File: src/design/bfx_ram.sv
// Generic simple dual-port RAM: one write port, one read port, registered read data.
// No dependencies.
`default_nettype none
module bfx_ram #(
  parameter int W = 8,
  parameter int D = 16,
  localparam int AW = (D > 1) ? $clog2(D) : 1
) (
  input  wire logic          clk,
  input  wire logic          we,
  input  wire logic [AW-1:0] waddr,
  input  wire logic [W-1:0]  wdata,
  input  wire logic          re,
  input  wire logic [AW-1:0] raddr,
  output logic [W-1:0]       rdata
);
  logic [W-1:0] mem [D];

  always_ff @(posedge clk) begin
    if (we) begin
      mem[waddr] <= wdata;
    end
    if (re) begin
      rdata <= mem[raddr];
    end
  end
endmodule
`default_nettype wire

File: config.mk
export PLATFORM = sky130hd
export DESIGN_NAME = bfx_ram
export DESIGN_NICKNAME = d
export VERILOG_FILES = /design/src/design/bfx_ram.sv
export SDC_FILE = /design/constraint.sdc
export NUM_CORES = 1
export LEC_CHECK = 0
export BUFFER_PORTS_ARGS = -buffer_cell sky130_fd_sc_hd__buf_2
export CAP_MARGIN = 20
export CORE_MARGIN = 5
export CORE_UTILIZATION = 55
export DETAILED_ROUTE_END_ITERATION = 8
export GPL_ROUTABILITY_DRIVEN = 0
export PLACE_DENSITY = 0.76
export SYNTH_ARGS = -nofsm -noshare
export SYNTH_HDL_FRONTEND = slang
export SYNTH_SLANG_ARGS = --single-unit
File: constraint.sdc
create_clock -name clk -period 3.8 [get_ports clk]
set_clock_uncertainty 0.1 [all_clocks]
set_input_delay 0.19 -clock clk [delete_from_list [all_inputs] [get_ports clk]]
set_output_delay 0.19 -clock clk [all_outputs]
set_load 0.02 [all_outputs]
# Word-level counts from Yosys, hierarchy flattened

Memories as Yosys holds them, arrays and structs flattened. A register that Yosys moved wholly into a read port is not among the register bits.
Cells that the tools add are included.

Multiplexer cells: 2

Operators by type and width:

| cell             | count |
|---|---|
| 2-to-1 mux 1 bit | 2 |

Register bits after elaboration: 0
Memory bits (writable): 128
Bits of input ports: 19
Word-level logic and storage cells: 3
Memories: 1

Memories:

| name | depth | bits a word | rd ports | clocked after Yosys merged registers in | write ports | line | text |
|---|---|---|---|---|---|---|---|
| mem  | 16    | 8           | 1        | 1                                       | 1           | 17   | `logic [W-1:0] mem [D];` |

# Longest topological paths before layout

Gate-level depths: netlist (run 1).

Depth after elaboration: 2
Gate-level depth with buffers: 5

# Worst setup path after synthesis (run 1)

No wires, ideal clock.

Path type: input -> register
Start point: input port waddr[2]
End point: memory mem[0][0] (enable)
Library setup time: 0.383 ns
Arrival: 1.300 ns
Data required time: 3.317 ns
Setup slack: 2.017 ns
Cell stages on the path: 2
Buffers on the path: 0
Cell sequence: or3b_2 > nor3_1

RTL lines:

| element     | line | text |
|---|---|---|
| from (decl) | 11   | `input wire logic [AW-1:0] waddr,` |
| to (decl)   | 17   |  |

Straight into the memory's write port.

==> results of run 1 <==
-- how the worst max path moves through the flow --
stage,to,cells past startpoint
after floorplan,mem[0][0],2
after global placement,rdata[2],5
after detailed placement,rdata[2],5
after CTS,rdata[2],5
after global routing,rdata[2],5
final,rdata[2],5
-- cell type report --
class | count | area (sq um)
clock buffer | 18 | 418
multi-input combinational | 83 | 1060
fill | 545 | 3030
sequential | 136 | 4080
timing repair buffer | 40 | 258
tap | 129 | 161
clock inverter | 13 | 228
-- metrics by stage --
step	cells	area [sq um]	hold WS [ns]
after CTS	419	6210	0.131
after detailed placement	379	5470	0.468
after floorplan	229	5230	0.189
final	419	6210	0.149
after global placement	379	5470	0.463
after global routing	419	6210	0.162
-- repair_timing --
item | 4_1_cts | 5_1_grt
hold buffers | 9 | 0
endpoints found under the hold margin | 136 | 0
setup endpoints to repair | 0 | 0
-- metal layers --
| layer | track usage (%) | vias up |
|---|---|---|
| li1 | - | 1084 |
| met1 | 28.0 | 1337 |
| met2 | 30.7 | 125 |
| met3 | 3.90 | 12 |
| met4 | 7.75 | 0 |
| met5 | 0 | - |
-- logic make-up (layout without fill, tap and decap cells) --
group	count (synthesis)	after routing	share of synthesized area [%]
AOI/OAI and AO/OA	16	16	2.30
buffers and inverters	10	71	1.65
DFF	136	136	78.1
muxes	32	32	14.8
and+or+nand+nor	35	35	3.14
-- flip-flops by register name, indices dropped and copies added, names as in the netlist --
signal	flops
rdata	8
mem	128
-- power groups by stage --
stage,clock network [mW],logic (mW),registers [mW]
after floorplan,0,0.0853,1.74
after global placement,0,0.148,1.73
after detailed placement,0,0.152,1.73
after CTS,1.78,0.161,1.70
after global routing,1.86,0.172,1.70
final,1.77,0.159,1.70
-- cells in the mapped netlist --
master	number
edfxtp_1	136
buf_2	3
nor2_1	13
buf_4	1
nand3_1	1
a22oi_1	16
nor3_1	4
and2_1	1
or3b_2	1
buf_6	3
mux4_2	18
nand2_1	9
nand3b_1	2
and2b_1	1
clkdlybuf4s25_2	3
nand2b_1	2
mux4_1	14
nor2b_1	1
-- critical path, stage by stage --
cell and delay [ns]:
buf_2 0.65, buf_4 0.30, mux4_1 0.58, a22oi_1 0.23, nand2_1 0.09
==> run_summary.xml, run 1 <==
<?xml version="1.0" encoding="UTF-8"?>
<metrics>
  <group name="floorplanning">
    <metric name="number_of_i_o_pins" unit="">27</metric>
    <metric name="starting_density_of_the_core" unit="%">56.6</metric>
    <metric name="die_height" unit="um">107</metric>
    <metric name="fp.dieW" unit="um">107</metric>
    <metric name="floorplan.core_area" unit="sq um">9240</metric>
    <metric name="fp.dieArea" unit="sq um">11600</metric>
    <metric name="fp-row-count" unit="">35</metric>
  </group>
  <group name="global_route">
    <metric name="grt_overflow" unit="">0</metric>
    <metric name="vias_in_the_first_global_route" unit="">2649</metric>
    <metric name="grt_pass1_wl" unit="um">15800</metric>
    <metric name="antenna_found_initial" unit="">0</metric>
    <metric name="largest_net_degree_at_the_start_of_global_routing" unit="">33</metric>
    <metric name="grtUsageTotal" unit="%">19.8</metric>
  </group>
  <group name="worst_setup_path">
    <metric name="timing.critical_path.arrival" unit="ns">2.06</metric>
    <metric name="timing.critical_path.to_type" unit="">flop</metric>
    <metric name="regToRegEndpoint" unit="">rdata[1]</metric>
    <metric name="crit_type" unit="">in2reg</metric>
    <metric name="required" unit="ns">3.96</metric>
    <metric name="reg2regPathDepth" unit="">3</metric>
    <metric name="startpoint_of_the_lowest_slack_register_to_register_path" unit="">mem[9][1]</metric>
    <metric name="cp_max_fo" unit="">27</metric>
    <metric name="r2r_slack" unit="ns">2.18</metric>
    <metric name="critical_path.startpoint_type" unit="">input port</metric>
    <metric name="critPathLaunch" unit="">raddr[0]</metric>
  </group>
  <group name="timing">
    <metric name="slew_limit_fails" unit="">0</metric>
    <metric name="final_period_minus_worst_setup_slack" unit="ns">1.90</metric>
    <metric name="fin_ws" unit="ns">1.90</metric>
    <metric name="share_of_the_cycle_needed_by_the_critical_path_after_routing" unit="%">50.0</metric>
    <metric name="transition_at_the_pin_with_the_smallest_max_transition_slack" unit="ns">1.01</metric>
    <metric name="max_freq" unit="MHz">526</metric>
    <metric name="setup_total_negative_slack" unit="ns">0</metric>
    <metric name="slew_headroom" unit="%">32.2</metric>
    <metric name="total_count_of_hold_check_failures_in_the_final_report" unit="">0</metric>
    <metric name="final-setup-viol-count" unit="">0</metric>
    <metric name="rsz0062_at_grt" unit="">false</metric>
  </group>
  <group name="detailed_routing">
    <metric name="remaining_drc_errors" unit="">0</metric>
    <metric name="route.detailed.vias_per_inst" unit="">6.11</metric>
    <metric name="detailroute.wirelength.met3" unit="um">616</metric>
    <metric name="route.final.wire_length" unit="um">10400</metric>
    <metric name="drt_pre_antenna_iters" unit="">5</metric>
    <metric name="route.met2.wl" unit="um">5180</metric>
    <metric name="detail-route-antenna-nets" unit="">0</metric>
    <metric name="top_layer_used" unit="">met4</metric>
    <metric name="drt-met1-wl" unit="um">4460</metric>
    <metric name="route.vias.total" unit="">2558</metric>
    <metric name="first_iter_violations" unit="">269</metric>
    <metric name="wire_per_inst" unit="um">24.8</metric>
  </group>
  <group name="logic_synthesis">
    <metric name="synth_seq_cells" unit="">136</metric>
    <metric name="post-synth-top-area-fraction" unit="%">78.1</metric>
    <metric name="synth.lib_cells_used.distinct" unit="">18</metric>
    <metric name="ys_top_cells_by_area" unit="">edfxtp_1 78%, mux4_2 7.8%, mux4_1 7.0%, a22oi_1 2.3%, nor2_1 0.93%</metric>
    <metric name="syn_inst" unit="">229</metric>
    <metric name="syn_nets" unit="">248</metric>
    <metric name="post-synth-top-area-cell" unit="">edfxtp_1</metric>
    <metric name="synthesis.yosys.warnings" unit="">0</metric>
    <metric name="syn_area_per_cell" unit="sq um">22.8</metric>
    <metric name="synth.yosys.seq_area_share" unit="%">78.1</metric>
    <metric name="syn_area" unit="sq um">5230</metric>
  </group>
  <group name="cts">
    <metric name="postCtsSetupBuffers" unit="">0</metric>
    <metric name="cts_num_sinks" unit="">136</metric>
    <metric name="cts_tree" unit="">done</metric>
    <metric name="post_cts_resized" unit="">0</metric>
    <metric name="clock_transition_at_the_register_clock_pins_on_the_worst_setup_and_hold_paths_after_cts" unit="ns">0.06</metric>
    <metric name="cts-htree-levels" unit="">4</metric>
    <metric name="ctsLongestPathBuffers" unit="">2</metric>
    <metric name="clock-root-buffer" unit="">clkbuf_8</metric>
    <metric name="cts_made_buffers" unit="">17</metric>
    <metric name="clock_insertion_delay_worst_skew" unit="ns">0.51</metric>
  </group>
  <group name="power_and_ir_drop">
    <metric name="sequentialPowerShare" unit="%">46.9</metric>
    <metric name="power.combinational.fraction" unit="%">4.4</metric>
    <metric name="p_sw_share" unit="%">18.7</metric>
    <metric name="vdd.ir_drop.worst" unit="mV">0.322</metric>
    <metric name="p_total" unit="mW">3.63</metric>
    <metric name="power.clock.fraction" unit="%">48.7</metric>
    <metric name="p_int" unit="mW">2.95</metric>
    <metric name="p_sw" unit="mW">0.680</metric>
    <metric name="static-leakage-power" unit="nW">2.09</metric>
    <metric name="power.density_cell_area" unit="nW/um^2">585</metric>
  </group>
  <group name="final_layout">
    <metric name="finalNetCount" unit="">297</metric>
    <metric name="layout-drive-gt1-share" unit="%">27.2</metric>
    <metric name="mostFrequentLayoutCells" unit="">136 x edfxtp_1, 26 x buf_2, 18 x mux4_2</metric>
    <metric name="layout.cells.most_common" unit="">edfxtp_1</metric>
    <metric name="postLayoutCoreUtil" unit="%">67.2</metric>
    <metric name="synthToLayoutAreaGrowth" unit="%">18.7</metric>
    <metric name="diodes" unit="">0</metric>
  </group>
  <group name="placed_design">
    <metric name="port_buffers" unit="">26</metric>
    <metric name="dpl_worst_slack" unit="ns">1.39</metric>
    <metric name="place.detailed.hpwl" unit="um">5810</metric>
  </group>
  <group name="hold_path">
    <metric name="holdCritStartpoint" unit="">waddr[0]</metric>
    <metric name="hold-path-endpoint" unit="">mem[4][7]</metric>
    <metric name="holdPathStages" unit="">3</metric>
    <metric name="worst_hold_path_type" unit="">in2reg</metric>
  </group>
  <group name="job">
    <metric name="maxCapViolations" unit="">0</metric>
  </group>
  <group name="status">
    <metric name="outcome" unit="">complete, no violations</metric>
  </group>
</metrics>
Note: power is estimated with default switching activity, not from simulation.
==> inputs of run 2 (changes only) <==
--- a/config.mk
+++ b/config.mk
@@ -5,13 +5,14 @@
 export SDC_FILE = /design/constraint.sdc
 export NUM_CORES = 1
 export LEC_CHECK = 0
+export ABC_AREA = 1
 export BUFFER_PORTS_ARGS = -buffer_cell sky130_fd_sc_hd__buf_2
 export CAP_MARGIN = 20
 export CORE_MARGIN = 5
 export CORE_UTILIZATION = 55
 export DETAILED_ROUTE_END_ITERATION = 8
 export GPL_ROUTABILITY_DRIVEN = 0
-export PLACE_DENSITY = 0.76
+export PLACE_DENSITY = 0.78
 export SYNTH_ARGS = -nofsm -noshare
 export SYNTH_HDL_FRONTEND = slang
 export SYNTH_SLANG_ARGS = --single-unit
==> constraint.sdc (replaced) <==
create_clock -name clk -period 1.7 [get_ports clk]
set_clock_uncertainty 0.1 [all_clocks]
set_input_delay 0.085 -clock clk [delete_from_list [all_inputs] [get_ports clk]]
set_output_delay 0.085 -clock clk [all_outputs]
set_load 0.02 [all_outputs]
==> run 2 against run 1 <==
Net effect: die area is 11% higher; non-clock buffer count is 19 higher; via count is 56% higher; largest cell class unchanged; global-route usage is 2.0 points higher.
==> run_summary.xml, run 2 <==
<?xml version="1.0" encoding="UTF-8"?>
<metrics>
  <group name="status">
    <metric name="outcome" unit="">complete, no violations</metric>
  </group>
  <group name="detailed_routing">
    <metric name="route.detailed.vias_per_inst" unit="">5.30</metric>
    <metric name="route.vias.total" unit="">3999</metric>
    <metric name="wire_per_inst" unit="um">17.2</metric>
    <metric name="route.final.wire_length" unit="um">13000</metric>
    <metric name="remaining_drc_errors" unit="">0</metric>
    <metric name="first_iter_violations" unit="">456</metric>
    <metric name="drt_pre_antenna_iters" unit="">6</metric>
    <metric name="detail-route-antenna-nets" unit="">0</metric>
  </group>
  <group name="logic_synthesis">
    <metric name="syn_area_per_cell" unit="sq um">10.6</metric>
    <metric name="synth_seq_cells" unit="">136</metric>
    <metric name="yosys_most_used_dff" unit="">edfxtp_1</metric>
    <metric name="async_reset_ff_share" unit="%">0</metric>
    <metric name="post-synth-top-area-fraction" unit="%">69.8</metric>
    <metric name="synthTopCellsByCount" unit="">173 x nand2_1, 136 x edfxtp_1, 100 x inv_1, 97 x nand3_1, 17 x nor2_1</metric>
    <metric name="syn_nets" unit="">570</metric>
    <metric name="dominant_cell_by_count_in_the_synthesized_netlist" unit="">nand2_1</metric>
    <metric name="synth-edff-count" unit="">136</metric>
    <metric name="syn_area" unit="sq um">5850</metric>
    <metric name="synthesis.yosys.warnings" unit="">0</metric>
    <metric name="synth.yosys.seq_area_share" unit="%">69.8</metric>
    <metric name="syn_inst" unit="">551</metric>
    <metric name="synth.lib_cells_used.distinct" unit="">11</metric>
    <metric name="post-synth-top-area-cell" unit="">edfxtp_1</metric>
    <metric name="ys_top_cells_by_area" unit="">edfxtp_1 70%, nand2_1 11%, nand3_1 8.3%, inv_1 6.4%, buf_6 1.2%</metric>
  </group>
  <group name="cts">
    <metric name="cts_made_buffers" unit="">17</metric>
    <metric name="clock_transition_at_the_register_clock_pins_on_the_worst_setup_and_hold_paths_after_cts" unit="ns">0.06</metric>
    <metric name="clock-root-buffer" unit="">clkbuf_8</metric>
    <metric name="cts.hold.buffers_added" unit="">11</metric>
    <metric name="clock_insertion_delay_worst_skew" unit="ns">0.52</metric>
    <metric name="cts_num_sinks" unit="">136</metric>
    <metric name="postCtsSetupBuffers" unit="">0</metric>
    <metric name="cts-htree-levels" unit="">4</metric>
    <metric name="cts_tree" unit="">done</metric>
    <metric name="ctsLongestPathBuffers" unit="">2</metric>
    <metric name="post_cts_resized" unit="">0</metric>
  </group>
  <group name="timing">
    <metric name="max_freq" unit="MHz">757</metric>
    <metric name="total_count_of_hold_check_failures_in_the_final_report" unit="">0</metric>
    <metric name="slew_headroom" unit="%">60.1</metric>
    <metric name="final-setup-viol-count" unit="">0</metric>
    <metric name="transition_at_the_pin_with_the_smallest_max_transition_slack" unit="ns">0.598</metric>
    <metric name="setup_total_negative_slack" unit="ns">0</metric>
    <metric name="slew_limit_fails" unit="">0</metric>
    <metric name="rsz0062_at_grt" unit="">false</metric>
    <metric name="share_of_the_cycle_needed_by_the_critical_path_after_routing" unit="%">77.7</metric>
    <metric name="final_period_minus_worst_setup_slack" unit="ns">1.32</metric>
    <metric name="fin_ws" unit="ns">0.378</metric>
  </group>
  <group name="final_layout">
    <metric name="layout-drive-gt1-share" unit="%">12.6</metric>
    <metric name="layout.cells.most_common" unit="">nand2_1</metric>
    <metric name="flip_flop_count_of_the_largest_register_all_copies_and_words_added" unit="">128</metric>
    <metric name="diodes" unit="">0</metric>
    <metric name="registers.top_by_ff_count" unit="">mem</metric>
    <metric name="mostFrequentLayoutCells" unit="">173 x nand2_1, 136 x edfxtp_1, 100 x inv_1</metric>
    <metric name="largest_registers" unit="">mem (128), rdata (8)</metric>
    <metric name="footprint_of_the_flip_flops_and_latches" unit="sq um">4080</metric>
    <metric name="fin_area" unit="sq um">6910</metric>
    <metric name="final.fill_count" unit="">779</metric>
    <metric name="synthToLayoutAreaGrowth" unit="%">18.1</metric>
    <metric name="postLayoutCoreUtil" unit="%">66.6</metric>
    <metric name="multi_input_area" unit="sq um">1210</metric>
    <metric name="finalNetCount" unit="">624</metric>
    <metric name="finish.cell_count_without_fillers" unit="">754</metric>
  </group>
  <group name="placed_design">
    <metric name="place.detailed.hpwl" unit="um">7890</metric>
    <metric name="port_buffers" unit="">26</metric>
    <metric name="dpl_worst_slack" unit="ns">0.275</metric>
    <metric name="place_inst" unit="">711</metric>
    <metric name="post_dp_cell_area" unit="sq um">6170</metric>
  </group>
  <group name="worst_setup_path">
    <metric name="critical_path.startpoint_type" unit="">flop</metric>
    <metric name="cp_max_fo" unit="">1</metric>
    <metric name="timing.critical_path.arrival" unit="ns">1.14</metric>
    <metric name="critPathLaunch" unit="">rdata[4]</metric>
    <metric name="critical_path.cell_chain" unit="">buf_2</metric>
    <metric name="crit_type" unit="">reg2out</metric>
    <metric name="worst_path_max_delay_cell" unit="">edfxtp_1</metric>
    <metric name="critical-path-top-delay-family" unit="">flip-flops</metric>
    <metric name="required" unit="ns">1.51</metric>
    <metric name="crit_path_max_incr_delay" unit="ns">0.43</metric>
    <metric name="timing.critical_path.to_type" unit="">output port</metric>
    <metric name="worstPathBufferInverterCount" unit="">1</metric>
    <metric name="startpoint_of_the_lowest_slack_register_to_register_path" unit="">mem[4][7]</metric>
  </group>
  <group name="floorplanning">
    <metric name="number_of_i_o_pins" unit="">27</metric>
    <metric name="floorplan.core_area" unit="sq um">10400</metric>
    <metric name="fp.dieW" unit="um">113</metric>
    <metric name="starting_density_of_the_core" unit="%">56.4</metric>
    <metric name="die_height" unit="um">113</metric>
    <metric name="fp-row-count" unit="">37</metric>
    <metric name="fp.dieArea" unit="sq um">12800</metric>
  </group>
  <group name="hold_path">
    <metric name="holdCritStartpoint" unit="">waddr[3]</metric>
    <metric name="worst_hold_path_type" unit="">in2reg</metric>
  </group>
  <group name="global_route">
    <metric name="antenna_found_initial" unit="">0</metric>
    <metric name="largest_net_degree_at_the_start_of_global_routing" unit="">34</metric>
    <metric name="vias_in_the_first_global_route" unit="">3948</metric>
    <metric name="grt_pass1_wl" unit="um">20700</metric>
    <metric name="grtUsageTotal" unit="%">21.8</metric>
    <metric name="grt_overflow" unit="">0</metric>
  </group>
  <group name="job">
    <metric name="maxCapViolations" unit="">0</metric>
  </group>
  <group name="power_and_ir_drop">
    <metric name="vdd.ir_drop.worst" unit="mV">1.01</metric>
    <metric name="static-leakage-power" unit="nW">3.00</metric>
    <metric name="power.density_cell_area" unit="nW/um^2">1180</metric>
  </group>
</metrics>
[run 2: cell types whose count changed in the layout (fill, tap and decap cells not counted), moves of 14 or more]
cell	delta
a22oi_1	-16
buf_4	+15
inv_1	+100
mux4_1	-14
mux4_2	-18
nand2_1	+164
nand3_1	+96
[run 2: per-layer routing]
layer  wire (um)  track usage, %
met2        6450            35.3
met4         193            7.37
met5           0               0
met3        1060            5.56
met1        5280            28.9
[run 2: cells by family after synthesis]
group / Yosys count / synth area share (%)
flip-flops: 136 / 69.8
AND/OR/NAND/NOR: 289 / 20.8
buffers and inverters: 126 / 9.39
[run 2: final timing paths]
kind / to / slack [ns] / depth (start not counted)
hold reg to reg: rdata[0] / 0.65 / 6
setup reg to reg: rdata[7] / 0.40 / 6
setup / recovery: rdata[4] / 0.38 / 1
hold / removal: mem[0][3] / 0.02 / 4
[run 2: cell type report]
type | instances | share of cell area [%]
clock buffers | 20 | 6.16
clock inverters | 12 | 2.90
inverters | 102 | 5.54
multi-input cells | 289 | 17.6
flip-flops and latches | 136 | 59.1
well taps | 136 | 2.46
repair buffers | 59 | 6.23
[run 2: power by group]
group | leakage [nW] | total (mW) | switching (mW) | internal (mW)
Sequential | 1.24 | 3.80 | 0.0228 | 3.78
Combinational | 1.46 | 0.495 | 0.343 | 0.151
Clock | 0.297 | 3.87 | 1.34 | 2.53
[run 2: metrics by stage]
stage | total power, mW | hold slack [ns]
5_1_grt | 8.40 | 0.0791
3_5_place_dp | 4.34 | 0.355
6_report | 8.16 | 0.0228
4_1_cts | 8.19 | 0.00381
3_3_place_gp | 4.32 | 0.353
2_1_floorplan | 4.15 | 0.0839
